[src/vlc_pkg.sv]
// Shared types, constants and register codes of the letter cipher.
`default_nettype none
package vlc_pkg;

    localparam int KEY_BYTES_DEF = 32;
    localparam int KEY_REG_BYTES = 32;
    localparam int KEY_WORDS     = 4;
    localparam int KEY_LEN_W     = 6;
    localparam int APB_ADDR_W    = 6;
    localparam int APB_DATA_W    = 64;
    localparam int QUEUE_DEPTH   = 2;
    localparam int ALPHA         = 26;

    localparam logic [7:0] UPPER_A = 8'd65;
    localparam logic [7:0] UPPER_Z = 8'd90;
    localparam logic [7:0] LOWER_A = 8'd97;
    localparam logic [7:0] LOWER_Z = 8'd122;

    localparam logic [2:0] REG_KEY_WORD_0 = 3'd0;
    localparam logic [2:0] REG_KEY_WORD_1 = 3'd1;
    localparam logic [2:0] REG_KEY_WORD_2 = 3'd2;
    localparam logic [2:0] REG_KEY_WORD_3 = 3'd3;
    localparam logic [2:0] REG_KEY_LENGTH = 3'd4;

    typedef enum logic [1:0] {
        CLS_OTHER = 2'd0,
        CLS_UPPER = 2'd1,
        CLS_LOWER = 2'd2
    } t_cls;

    // One classified request waiting for the back end.
    typedef struct packed {
        logic       action;
        t_cls       cls;
        logic [7:0] ch;
        logic [4:0] off;
        logic [4:0] shift;
    } t_work;

endpackage
`default_nettype wire

[src/vlc_ifs.sv]
// Request and result stream interfaces of the letter cipher.
`default_nettype none
interface vlc_req_if;
    logic       valid;
    logic       ready;
    logic       action;
    logic       restart;
    logic [7:0] in_char;

    modport source (output valid, output action, output restart, output in_char, input ready);
    modport sink   (input valid, input action, input restart, input in_char, output ready);
endinterface

interface vlc_rsp_if;
    logic       valid;
    logic       ready;
    logic [7:0] out_char;

    modport source (output valid, output out_char, input ready);
    modport sink   (input valid, input out_char, output ready);
endinterface
`default_nettype wire

[src/vigenere_letter_cipher.sv]
// Top level of the repeating-key letter shift cipher with its register port.
//
//  channel   direction  handshake        payload
//  i_req     in         valid / ready    action, restart, in_char
//  o_rsp     out        valid / ready    out_char
//  APB       in/out     psel / penable   key_word_0..3, key_length (64-bit data)
//
// One request per cycle sustained while the queue has room; a byte taken
// at i_req passes a queue slot, then the result register, to reach o_rsp.
// Reset (i_rst_n low, synchronous) clears the key words, sets key_length to 1
// and the key position to 0; the queue and result register come up empty.
// The queue decouples the two halves: the front stops taking requests only
// when both queue slots are full, the back holds its result while o_rsp stalls.
`default_nettype none
module vigenere_letter_cipher #(
    parameter int KEY_BYTES = vlc_pkg::KEY_BYTES_DEF
) (
    input  wire logic                             i_clk,
    input  wire logic                             i_rst_n,
    vlc_req_if.sink                               i_req,
    vlc_rsp_if.source                             o_rsp,
    input  wire logic                             psel,
    input  wire logic                             penable,
    input  wire logic                             pwrite,
    input  wire logic [vlc_pkg::APB_ADDR_W-1:0]   paddr,
    input  wire logic [vlc_pkg::APB_DATA_W-1:0]   pwdata,
    output logic      [vlc_pkg::APB_DATA_W-1:0]   prdata,
    output logic                                  pready
);
    logic [vlc_pkg::APB_DATA_W-1:0] r_key [vlc_pkg::KEY_WORDS];
    logic [vlc_pkg::KEY_LEN_W-1:0]  r_key_len;
    logic [2:0]                     reg_idx;
    logic                           wr_en;
    logic [vlc_pkg::KEY_REG_BYTES*8-1:0] key_flat;

    vlc_pkg::t_work front_work;
    vlc_pkg::t_work q_work;
    logic           push;
    logic           pop;
    logic           q_valid;
    logic           q_full;

    // Register port: writes land in the access phase, no wait states.
    assign pready  = 1'b1;
    assign reg_idx = paddr[vlc_pkg::APB_ADDR_W-1:3];
    assign wr_en   = psel && penable && pwrite;

    assign key_flat = {r_key[3], r_key[2], r_key[1], r_key[0]};

    always_ff @(posedge i_clk) begin
        if (!i_rst_n) begin
            r_key[0]  <= '0;
            r_key[1]  <= '0;
            r_key[2]  <= '0;
            r_key[3]  <= '0;
            r_key_len <= vlc_pkg::KEY_LEN_W'(1);
        end else if (wr_en) begin
            case (reg_idx)
                vlc_pkg::REG_KEY_WORD_0: r_key[0]  <= pwdata;
                vlc_pkg::REG_KEY_WORD_1: r_key[1]  <= pwdata;
                vlc_pkg::REG_KEY_WORD_2: r_key[2]  <= pwdata;
                vlc_pkg::REG_KEY_WORD_3: r_key[3]  <= pwdata;
                vlc_pkg::REG_KEY_LENGTH: r_key_len <= pwdata[vlc_pkg::KEY_LEN_W-1:0];
                default: ;
            endcase
        end
    end

    // Read back the addressed register; holes read as zero.
    always_comb begin
        case (reg_idx)
            vlc_pkg::REG_KEY_WORD_0: prdata = r_key[0];
            vlc_pkg::REG_KEY_WORD_1: prdata = r_key[1];
            vlc_pkg::REG_KEY_WORD_2: prdata = r_key[2];
            vlc_pkg::REG_KEY_WORD_3: prdata = r_key[3];
            vlc_pkg::REG_KEY_LENGTH: prdata = vlc_pkg::APB_DATA_W'(r_key_len);
            default:                 prdata = '0;
        endcase
    end

    // Front: take the request, pick the key shift, advance the position.
    vlc_front #(
        .KEY_BYTES (KEY_BYTES)
    ) u_front (
        .i_clk     (i_clk),
        .i_rst_n   (i_rst_n),
        .i_req     (i_req),
        .i_key     (key_flat),
        .i_key_len (r_key_len),
        .i_q_full  (q_full),
        .o_work    (front_work),
        .o_push    (push)
    );

    vlc_queue u_queue (
        .i_clk   (i_clk),
        .i_rst_n (i_rst_n),
        .i_push  (push),
        .i_work  (front_work),
        .i_pop   (pop),
        .o_work  (q_work),
        .o_valid (q_valid),
        .o_full  (q_full)
    );

    // Back: rotate the letter inside its alphabet and register the result.
    vlc_back u_back (
        .i_clk   (i_clk),
        .i_rst_n (i_rst_n),
        .i_work  (q_work),
        .i_valid (q_valid),
        .o_pop   (pop),
        .o_rsp   (o_rsp)
    );

endmodule
`default_nettype wire

[src/vlc_front.sv]
// Front end: accept requests, track the key position, classify the byte.
`default_nettype none
module vlc_front #(
    parameter int KEY_BYTES = vlc_pkg::KEY_BYTES_DEF
) (
    input  wire logic                                 i_clk,
    input  wire logic                                 i_rst_n,
    vlc_req_if.sink                                   i_req,
    input  wire logic [vlc_pkg::KEY_REG_BYTES*8-1:0]  i_key,
    input  wire logic [vlc_pkg::KEY_LEN_W-1:0]        i_key_len,
    input  wire logic                                 i_q_full,
    output vlc_pkg::t_work                            o_work,
    output logic                                      o_push
);
    localparam int POS_W = (KEY_BYTES > 1) ? $clog2(KEY_BYTES) : 1;

    logic [POS_W-1:0] r_pos;
    logic [POS_W-1:0] n_pos;
    logic [6:0]       len_raw;
    logic [6:0]       eff_len;
    logic [6:0]       pos_cur;
    logic [6:0]       pos_sel;
    logic [6:0]       pos_nxt;
    logic [7:0]       key_byte;
    logic [4:0]       shift;
    logic [7:0]       ch;

    assign i_req.ready = !i_q_full;
    assign o_push      = i_req.valid && !i_q_full;
    assign ch          = i_req.in_char;

    always_comb begin
        len_raw = {1'b0, i_key_len};
        if (len_raw == 7'd0) begin
            eff_len = 7'd1;
        end else if (len_raw > 7'(KEY_BYTES)) begin
            eff_len = 7'(KEY_BYTES);
        end else begin
            eff_len = len_raw;
        end
        pos_cur = i_req.restart ? 7'd0 : 7'(r_pos);
        // Drop back to zero when the length shrank under the position.
        pos_sel = (pos_cur >= eff_len) ? 7'd0 : pos_cur;
        pos_nxt = pos_sel + 7'd1;
        if (pos_nxt >= eff_len) begin
            pos_nxt = 7'd0;
        end
        n_pos = pos_nxt[POS_W-1:0];
    end

    always_comb begin
        if (pos_sel < 7'(vlc_pkg::KEY_REG_BYTES)) begin
            key_byte = i_key[pos_sel[4:0]*8 +: 8];
        end else begin
            key_byte = i_key[7:0];
        end
        if (pos_sel >= 7'(vlc_pkg::KEY_REG_BYTES)) begin
            shift = 5'd0;
        end else if (key_byte inside {[vlc_pkg::UPPER_A:vlc_pkg::UPPER_Z]}) begin
            shift = 5'(key_byte - vlc_pkg::UPPER_A);
        end else if (key_byte inside {[vlc_pkg::LOWER_A:vlc_pkg::LOWER_Z]}) begin
            shift = 5'(key_byte - vlc_pkg::LOWER_A);
        end else begin
            shift = 5'd0;
        end
    end

    always_comb begin
        o_work.action = i_req.action;
        o_work.ch     = ch;
        o_work.shift  = shift;
        if (ch inside {[vlc_pkg::UPPER_A:vlc_pkg::UPPER_Z]}) begin
            o_work.cls = vlc_pkg::CLS_UPPER;
            o_work.off = 5'(ch - vlc_pkg::UPPER_A);
        end else if (ch inside {[vlc_pkg::LOWER_A:vlc_pkg::LOWER_Z]}) begin
            o_work.cls = vlc_pkg::CLS_LOWER;
            o_work.off = 5'(ch - vlc_pkg::LOWER_A);
        end else begin
            o_work.cls = vlc_pkg::CLS_OTHER;
            o_work.off = 5'd0;
        end
    end

    always_ff @(posedge i_clk) begin
        if (!i_rst_n) begin
            r_pos <= '0;
        end else if (o_push) begin
            r_pos <= n_pos;
        end
    end

endmodule
`default_nettype wire

[src/vlc_queue.sv]
// Short request queue between front and back end.
`default_nettype none
module vlc_queue (
    input  wire logic           i_clk,
    input  wire logic           i_rst_n,
    input  wire logic           i_push,
    input  wire vlc_pkg::t_work i_work,
    input  wire logic           i_pop,
    output vlc_pkg::t_work      o_work,
    output logic                o_valid,
    output logic                o_full
);
    localparam int PTR_W = (vlc_pkg::QUEUE_DEPTH > 1) ? $clog2(vlc_pkg::QUEUE_DEPTH) : 1;
    localparam int CNT_W = $clog2(vlc_pkg::QUEUE_DEPTH + 1);

    vlc_pkg::t_work r_mem [vlc_pkg::QUEUE_DEPTH];
    logic [PTR_W-1:0] r_wr_ptr;
    logic [PTR_W-1:0] r_rd_ptr;
    logic [CNT_W-1:0] r_count;

    assign o_valid = (r_count != '0);
    assign o_full  = (r_count == CNT_W'(vlc_pkg::QUEUE_DEPTH));
    assign o_work  = r_mem[r_rd_ptr];

    always_ff @(posedge i_clk) begin
        if (i_push) begin
            r_mem[r_wr_ptr] <= i_work;
        end
    end

    always_ff @(posedge i_clk) begin
        if (!i_rst_n) begin
            r_wr_ptr <= '0;
            r_rd_ptr <= '0;
            r_count  <= '0;
        end else begin
            if (i_push) begin
                r_wr_ptr <= (r_wr_ptr == PTR_W'(vlc_pkg::QUEUE_DEPTH - 1)) ? '0 : r_wr_ptr + 1'b1;
            end
            if (i_pop) begin
                r_rd_ptr <= (r_rd_ptr == PTR_W'(vlc_pkg::QUEUE_DEPTH - 1)) ? '0 : r_rd_ptr + 1'b1;
            end
            if (i_push && !i_pop) begin
                r_count <= r_count + 1'b1;
            end else if (i_pop && !i_push) begin
                r_count <= r_count - 1'b1;
            end
        end
    end

endmodule
`default_nettype wire

[src/vlc_back.sv]
// Back end: shift the letter with wraparound and hold the result register.
`default_nettype none
module vlc_back (
    input  wire logic           i_clk,
    input  wire logic           i_rst_n,
    input  wire vlc_pkg::t_work i_work,
    input  wire logic           i_valid,
    output logic                o_pop,
    vlc_rsp_if.source           o_rsp
);
    logic       r_valid;
    logic [7:0] r_char;
    logic [7:0] n_char;
    logic [5:0] sum;
    logic [5:0] wrapped;

    assign o_pop          = i_valid && (!r_valid || o_rsp.ready);
    assign o_rsp.valid    = r_valid;
    assign o_rsp.out_char = r_char;

    always_comb begin
        if (i_work.action) begin
            sum = 6'(i_work.off) + 6'(vlc_pkg::ALPHA) - 6'(i_work.shift);
        end else begin
            sum = 6'(i_work.off) + 6'(i_work.shift);
        end
        wrapped = (sum >= 6'(vlc_pkg::ALPHA)) ? sum - 6'(vlc_pkg::ALPHA) : sum;
        case (i_work.cls)
            vlc_pkg::CLS_UPPER: n_char = vlc_pkg::UPPER_A + 8'(wrapped);
            vlc_pkg::CLS_LOWER: n_char = vlc_pkg::LOWER_A + 8'(wrapped);
            default:            n_char = i_work.ch;
        endcase
    end

    always_ff @(posedge i_clk) begin
        if (!i_rst_n) begin
            r_valid <= 1'b0;
        end else if (o_pop) begin
            r_valid <= 1'b1;
        end else if (o_rsp.ready) begin
            r_valid <= 1'b0;
        end
    end

    always_ff @(posedge i_clk) begin
        if (o_pop) begin
            r_char <= n_char;
        end
    end

endmodule
`default_nettype wire

[src/flat_wrapper.sv]
// flat-port wrapper written by rule: the top's interface ports become plain ports
module vigenere_letter_cipher_flat 
#(
    parameter int KEY_BYTES = vlc_pkg::KEY_BYTES_DEF
)
  (i_clk, i_rst_n, psel, penable, pwrite, paddr, pwdata, prdata, pready, i_req_valid, i_req_action, i_req_restart, i_req_in_char, i_req_ready, o_rsp_valid, o_rsp_out_char, o_rsp_ready);
  vlc_req_if i_req_i ();
  vlc_rsp_if o_rsp_i ();
  input  wire logic i_clk;
  input  wire logic i_rst_n;
  input  wire logic psel;
  input  wire logic penable;
  input  wire logic pwrite;
  input  wire logic [vlc_pkg::APB_ADDR_W-1:0] paddr;
  input  wire logic [vlc_pkg::APB_DATA_W-1:0] pwdata;
  output logic      [vlc_pkg::APB_DATA_W-1:0] prdata;
  output logic pready;
  input wire logic [$bits(i_req_i.valid)-1:0] i_req_valid;
  input wire logic [$bits(i_req_i.action)-1:0] i_req_action;
  input wire logic [$bits(i_req_i.restart)-1:0] i_req_restart;
  input wire logic [$bits(i_req_i.in_char)-1:0] i_req_in_char;
  output wire logic [$bits(i_req_i.ready)-1:0] i_req_ready;
  output wire logic [$bits(o_rsp_i.valid)-1:0] o_rsp_valid;
  output wire logic [$bits(o_rsp_i.out_char)-1:0] o_rsp_out_char;
  input wire logic [$bits(o_rsp_i.ready)-1:0] o_rsp_ready;
  assign i_req_i.valid = i_req_valid;
  assign i_req_i.action = i_req_action;
  assign i_req_i.restart = i_req_restart;
  assign i_req_i.in_char = i_req_in_char;
  assign i_req_ready = i_req_i.ready;
  assign o_rsp_valid = o_rsp_i.valid;
  assign o_rsp_out_char = o_rsp_i.out_char;
  assign o_rsp_i.ready = o_rsp_ready;
  vigenere_letter_cipher #(.KEY_BYTES(KEY_BYTES)) u_core (.i_clk(i_clk), .i_rst_n(i_rst_n), .i_req(i_req_i), .o_rsp(o_rsp_i), .psel(psel), .penable(penable), .pwrite(pwrite), .paddr(paddr), .pwdata(pwdata), .prdata(prdata), .pready(pready));
endmodule
[config.mk]
export PLATFORM = sky130hd
export DESIGN_NAME = vigenere_letter_cipher_flat
export DESIGN_NICKNAME = d
export VERILOG_FILES = /design/src/vlc_pkg.sv /design/src/vlc_ifs.sv /design/src/vigenere_letter_cipher.sv /design/src/vlc_front.sv /design/src/vlc_queue.sv /design/src/vlc_back.sv /design/src/flat_wrapper.sv
export SDC_FILE = /design/constraint.sdc
export NUM_CORES = 1
export LEC_CHECK = 0
export BUFFER_PORTS_ARGS = -buffer_cell sky130_fd_sc_hd__buf_2
export CORE_AREA = 3 3 182 255
export CTS_CLUSTER_SIZE = 25
export DETAILED_ROUTE_END_ITERATION = 8
export DIE_AREA = 0 0 185 258
export GPL_ROUTABILITY_DRIVEN = 0
export PLACE_DENSITY = 0.56
export RECOVER_POWER = 25
export SLEW_MARGIN = 0
export SYNTH_ARGS = -nofsm -noshare
export SYNTH_HDL_FRONTEND = slang
export SYNTH_SLANG_ARGS = --single-unit
export TNS_END_PERCENT = 30
[constraint.sdc]
create_clock -name i_clk -period 7.4 [get_ports i_clk]
set_input_delay 0.37 -clock i_clk [delete_from_list [all_inputs] [get_ports i_clk]]
set_output_delay 0.37 -clock i_clk [all_outputs]
set_load 0.05 [all_outputs]
==> results of run 1 <==
flip-flops by register name, indices dropped and copies added (netlist names), named ones only:
register	count
u_core.u_queue.r_count	2
u_core.r_key	256
u_core.u_queue.r_wr_ptr	1
u_core.u_queue.r_mem	42
u_core.u_queue.r_rd_ptr	1
u_core.u_back.o_rsp.valid	1
u_core.u_back.o_rsp.out_char	8
u_core.u_front.r_pos	5
u_core.r_key_len	6
worst paths after layout:
check / cells past startpoint / end / slack [ns] / start
max: 17 / u_core.u_queue.r_mem[0][0] / 1.99 / u_core.u_front.r_pos[2]
min: 1 / u_core.u_queue.r_mem[0][20] / 0.04 / i_req_action
max reg2reg: 17 / u_core.u_queue.r_mem[0][0] / 1.99 / u_core.u_front.r_pos[2]
min reg2reg: 2 / u_core.u_queue.r_count[1] / 0.55 / u_core.u_queue.r_count[1]
metal layers:
metal / GRT usage / wire length (um) / vias to the layer above
met5: 0 / 0 / -
met4: 0.1633 / 4876 / 0
met3: 0.04143 / 3911 / 202
met2: 0.4357 / 30690 / 625
met1: 0.2884 / 22100 / 6621
li1: - / - / 6045
metrics by stage:
| step | util | area (um^2) |
|---|---|---|
| 2_1_floorplan | - | 17620 |
| 3_3_place_gp | 0.4294 | 18970 |
| 3_5_place_dp | 0.4294 | 18970 |
| 4_1_cts | 0.4551 | 20110 |
| 5_1_grt | 0.4538 | 20050 |
| 6_report | 0.4539 | 20050 |
power breakdown:
group / switching (mW) / internal (mW)
clock: 0.717 / 1.04
sequential: 0.0842 / 2.18
combinational: 0.929 / 0.476
cells by family (layout without fill, tap and decap cells):
family / Yosys count / count (layout) / share of synthesized area
compound gates: 367 / 367 / 0.1569
xor+xnor: 19 / 19 / 0.009444
fa+ha+maj: 39 / 39 / 0.02854
buf+inv: 139 / 282 / 0.03281
flops: 323 / 323 / 0.5408
mux: 74 / 74 / 0.04765
other cells: 1 / 3 / 0.0002128
simple gates: 592 / 592 / 0.1836
layout by cell type, fill, tap and decap left out, drive strengths merged, types with 6 or more instances in the layout:
| cell type | n |
|---|---|
| buf | 160 |
| xnor2 | 13 |
| clkinv | 8 |
| and2 | 278 |
| clkbuf | 66 |
| a22oi | 134 |
| a211oi | 10 |
| inv | 45 |
| a31oi | 7 |
| o311ai | 10 |
| a221oi | 12 |
| edfxtp | 306 |
| a21oi | 38 |
| nand4 | 9 |
| o2111ai | 7 |
| nor2b | 28 |
| nand2 | 146 |
| a2111oi | 6 |
| dfxtp | 17 |
| o22ai | 13 |
| nand2b | 26 |
| ha | 37 |
| o21ai | 39 |
| a21o | 10 |
| xor2 | 6 |
| nand3 | 28 |
| a22o | 6 |
| mux2i | 47 |
| o211ai | 13 |
| o221ai | 7 |
| mux2 | 23 |
| nor3 | 13 |
| nor2 | 38 |
layout make-up:
class                      count  area share
timing repair buffer         180     0.04643
multi-input combinational   1092      0.3781
sequential                   323      0.4753
clock inverter                11    0.007176
antenna                        2   0.0002496
clock buffer                  46     0.04936
inverter                      45    0.008549
tap                          558     0.03482
worst max-delay path: stages, from the launching register on:
cell and delay, ns:
dfxtp_1 0.31, buf_4 0.33, nand2b_2 0.42, inv_2 0.46, ha_1 0.32, a21oi_1 0.21
o21a_1 0.44, o211ai_2 0.37, inv_2 0.40, a21oi_1 0.12, a22oi_1 0.19, o32ai_1 0.19
or2_2 0.38, ha_1 0.20, a2111o_1 0.28, o311ai_1 0.11, a211oi_2 0.17, and2_1 0.20
==> metrics.md, run 1 <==
| Metric | Value |
|---|---|
| Area of the core | `44180 um^2` |
| Most common cell in the netlist | `edfxtp_1` |
| Dpl hpwl | `41960 um` |
| Cell count after synthesis | `1554` |
| Non-Filler Instances | `2257` |
| Mapped Area | `17620 um^2` |
| Synth cell count leaders | `edfxtp_1 (306), and2_1 (278), nand2_1 (145), a22oi_1 (134), clkbuf_1 (64)` |
| I/O pin cnt | `162` |
| Period Utilization, post-route | `0.7310` |
| Post-synth EDFFs | `306` |
| Total Neg Setup Slack | `0 ns` |
| Setup slack after layout | `1.990 ns` |
| Finish-stage setup viols | `0` |
| Failing checks | `max-capacitance violations, max-slew violations` |
| Via count | `13.49k` |
| Worst skew pair latency | `0.53 ns` |
| DRC viols | `0` |
| FF/Latch Area | `9530 um^2` |
| GR Util All Layers | `0.2530` |
| Pleak | `7.594 nW` |
| CTS buffer count | `35` |
| Number of fill cells | `4152` |
| Post-Syn Nets | `1680` |
| Post-CTS Setup Repair Bufs | `0` |
| CTS tree | `built` |
| Post-synthesis async set-or-reset flop share | `0` |
| Chip width | `185 um` |
| Via density | `5.978` |
| Area share of the largest cell type after synthesis | `0.5215` |
| Power Total | `5.434 mW` |
| Syn-to-layout area delta | `13.79%` |
| Dpl cells | `2198` |
| Final WL | `61570 um` |
| Minimum clock period | `5.410 ns` |
| CTS Buffer Depth | `3` |
| Hold Fails Final Rpt | `0` |
| Top cells by area, synth | `edfxtp_1 (52%), and2_1 (9.9%), a22oi_1 (5.7%)` |
| Post-route ant nets | `0` |
| Synth warn | `0` |
| Setup Crit Path Kind | `reg -> reg` |
| Sequential element share of the synthesized area | `0.5408` |
| 1st-iter DRT viols | `1308` |
| Area used by multi-input combinational logic | `7581 um^2` |
| Yosys reg bits | `323` |
| DIE AREA | `47730 um^2` |
| Max-slew violation count | `101` |
| Crit path max fanout | `26` |
| First-pass GRT wire length | `89470 um` |
| Worst-margin pin slew | `3.944 ns` |
| Headroom to the max-slew limit | `-1.657` |
| Number of global-route vias before repair | `13.55k` |
| CTS Root Cell | `clkbuf_16` |
| Initial Util | `0.3989` |
| Sink Count | `323` |
| Post-CTS Hold Fix Bufs | `0` |
| Avg Cell Area, Syn | `11.34 um^2` |
| Rows | `91` |
| Data arrival, critical path | `5.68 ns` |
| Status | `finished with violations` |
| DR pass1 iterations | `8` |
| Buffers on Ports | `157` |
| Layout cells sized above 1 | `0.1697` |
| Synth area leader | `edfxtp_1` |
| Ys flop type | `edfxtp_1` |
| Htree depth | `2` |
| Crit end category | `flop` |
| Largest net degree at the start of global routing | `65` |
| Final Skew | `0.01852 ns` |
| CTS resizes | `0` |
| Worst vdd ir | `0.1741 mV` |
| Crit start category | `flop` |
| RSZ-0062 raised after global routing | `false` |
| Worst EP required | `7.67 ns` |
| Max_cap viols | `3` |
| Grt ovf | `0` |
| Cell area power density | `271.0 nW/um^2` |
| Initial antenna violation count | `2` |
| HP Class | `in -> reg` |
| Fmax achieved | `0.1849 GHz` |
| Clock-pin slew on the worst setup and hold paths | `0.06 ns` |
| DR WL/cell | `27.28 um` |
| Worst Hold Margin | `0.04071 ns` |
| Die height | `258 um` |
| Place WS | `1.935 ns` |
| NumNets Final | `1803` |
| Netlist cell types | `91` |
Power figures use the tool's default switching activity.
==> run 2: changes to the inputs <==
- clock period: 7.4 -> 5.2 ns (I/O delays scaled with it)
==> metrics.md, run 2 (synthesis gave the netlist of run 1 again) <==
| Metric | Value |
|---|---|
| Status | `finished with violations` |
| Failing checks | `max-capacitance violations, max-slew violations` |
| Area of the core | `44180 um^2` |
| 1st-iter DRT viols | `1235` |
| Hold EP | `u_core.r_key[0][108]` |
| Worst r2r src | `u_core.r_key_len[5]` |
| DR pass1 iterations | `6` |
| RSZ-0062 raised after global routing | `false` |
| I/O pin cnt | `162` |
| Setup Crit Path Kind | `reg -> reg` |
| CTS buffer count | `35` |
| Final Skew | `0.01755 ns` |
| DRC viols | `0` |
| Via density | `5.940` |
| Reg-to-reg endpoint | `u_core.u_queue.r_mem[1][1]` |
| DR WL/cell | `27.14 um` |
| Syn-to-layout area delta | `14.68%` |
| Rows | `91` |
| Htree depth | `2` |
| Pleak | `7.681 nW` |
| Fmax achieved | `0.2169 GHz` |
| Sink Count | `323` |
| GR Util All Layers | `0.2552` |
| Reg power frac | `0.415` |
| Crit start category | `flop` |
| Worst skew pair latency | `0.54 ns` |
| FF/Latch Area | `9530 um^2` |
| Via count | `13.52k` |
| Net switching power | `2.495 mW` |
| CTS tree | `built` |
| Reg2Reg Depth | `16` |
| Worst path slowest cell | `dfxtp_1` |
| Final WL | `61770 um` |
| Commonest non-fill, non-tap cell in the layout | `edfxtp_1` |
| Chip width | `185 um` |
| CP max stage delay | `0.68 ns` |
| Finish-stage setup viols | `0` |
| Setup slack after layout | `0.5895 ns` |
| Buffers on Ports | `157` |
| Max_cap viols | `6` |
| NumNets Final | `1820` |
| Min-delay src | `pwdata[44]` |
| Initial Util | `0.3989` |
| Dpl hpwl | `42360 um` |
| CP cell instances | `inv_2, nand2_1, ha_1, a21oi_1, o21a_1, o211ai_2, inv_2, a21oi_1, a22oi_1, o32ai_1, or2_2, ha_1, a2111o_1, o311ai_1, a211oi_2, and2_1` |
| CTS Root Cell | `clkbuf_16` |
| Family with the most delay on the worst path | `compound AO/OA/AOI/OAI gates` |
| HP Class | `in -> reg` |
| Dpl cells | `2211` |
| Max reg flops | `256` |
| Headroom to the max-slew limit | `-1.591` |
| Hold Fails Final Rpt | `0` |
| Place WS | `0.5504 ns` |
| Biggest register | `u_core.r_key` |
| Number of global-route vias before repair | `13.70k` |
| Initial antenna violation count | `2` |
| Worst vdd ir | `0.2695 mV` |
| CTS Buffer Depth | `3` |
| Most frequent cells in the layout | `edfxtp_1 (306), and2_1 (240), nand2_1 (145)` |
| Crit path max fanout | `17` |
| P_int | `5.272 mW` |
| Number of fill cells | `4141` |
| Layout cells sized above 1 | `0.1723` |
| DIE AREA | `47730 um^2` |
| Worst reg-to-reg setup slack | `0.59 ns` |
| Minimum clock period | `4.610 ns` |
| Data arrival, critical path | `4.89 ns` |
| Worst-margin pin slew | `3.846 ns` |
| Clock-pin slew on the worst setup and hold paths | `0.06 ns` |
| Area used by multi-input combinational logic | `7559 um^2` |
| Sw frac | `0.3213` |
| Non-Filler Instances | `2276` |
| Grt ovf | `0` |
| Crit end category | `flop` |
| Worst hold path cell count | `2` |
| Worst EP required | `5.48 ns` |
| Die height | `258 um` |
| Max-slew violation count | `125` |
| Period Utilization, post-route | `0.8866` |
| Clock Power Share | `0.326` |
| First-pass GRT wire length | `90210 um` |
| CTS resizes | `0` |
| Largest net degree at the start of global routing | `65` |
| Combinational power share | `0.259` |
| Cell area power density | `384.4 nW/um^2` |
| Post-route ant nets | `0` |
| Antenna cells | `0` |
| CP Buf/Inv Count | `2` |
run 2: cell types whose count changed in the layout (fill, tap and decap cells not counted), sizes merged:
cell and change:
inv +2, dlygate4sd3 +4, clkinv +5, buf +11, diode -2, bufinv +1, clkbuf -2
run 2: per-layer routing:
layer / track usage / part of all wire
met2: 0.4422 / 0.50
met1: 0.2933 / 0.36
met5: 0 / 0.00045
met4: 0.1547 / 0.074
met3: 0.04044 / 0.064
run 2: metrics by stage:
step	hold slack [ns]	cell area, um^2	power [mW]	TNS, ns	util
after global routing	0.03078	20210	8.130	0	0.4574
after floorplan	0.3589	17620	4.721	-74.91	-
after detailed placement	0.4637	19100	5.307	0	0.4325
final	0.02938	20210	7.767	0	0.4574
after CTS	0.01100	20290	7.820	0	0.4593
after global placement	0.4645	19100	5.270	0	0.4325
run 2: cell type report:
cell class | instances | share of cell area
Clock buffer | 42 | 0.04619
Timing Repair Buffer | 197 | 0.05461
Clock inverter | 19 | 0.01053
Inverter | 45 | 0.008482
Multi-Input combinational cell | 1092 | 0.3740
Sequential cell | 323 | 0.4716
Tap cell | 558 | 0.03455
run 2: worst max-delay path by stage:
stage | from | to | slack (ns) | cells after the start
final | u_core.r_key_len[5] | u_core.u_queue.r_mem[1][1] | 0.59 | 16
after CTS | u_core.r_key_len[5] | u_core.u_queue.r_mem[1][4] | 0.70 | 16
after global routing | u_core.r_key_len[5] | u_core.u_queue.r_mem[1][2] | 0.25 | 15
after global placement | i_req_restart | u_core.u_front.r_pos[3] | 0.62 | 18
after detailed placement | i_req_restart | u_core.u_queue.r_mem[0][1] | 0.55 | 17
after floorplan | paddr[3] | u_core.r_key[0][128] | -0.60 | 4
run 2: power by group through the flow:
stage | Clock (mW) | Sequential (mW) | Combinational, mW
3_3_place_gp | 0 | 3.27 | 2.00
6_report | 2.53 | 3.23 | 2.01
2_1_floorplan | 0 | 3.37 | 1.35
3_5_place_dp | 0 | 3.27 | 2.03
5_1_grt | 2.67 | 3.25 | 2.22
4_1_cts | 2.56 | 3.22 | 2.04
run 2: what timing repair did:
action,4_1_cts,5_1_grt
setup buffers,0,0
hold buffers,4,0
hold endpoints to repair,8,0
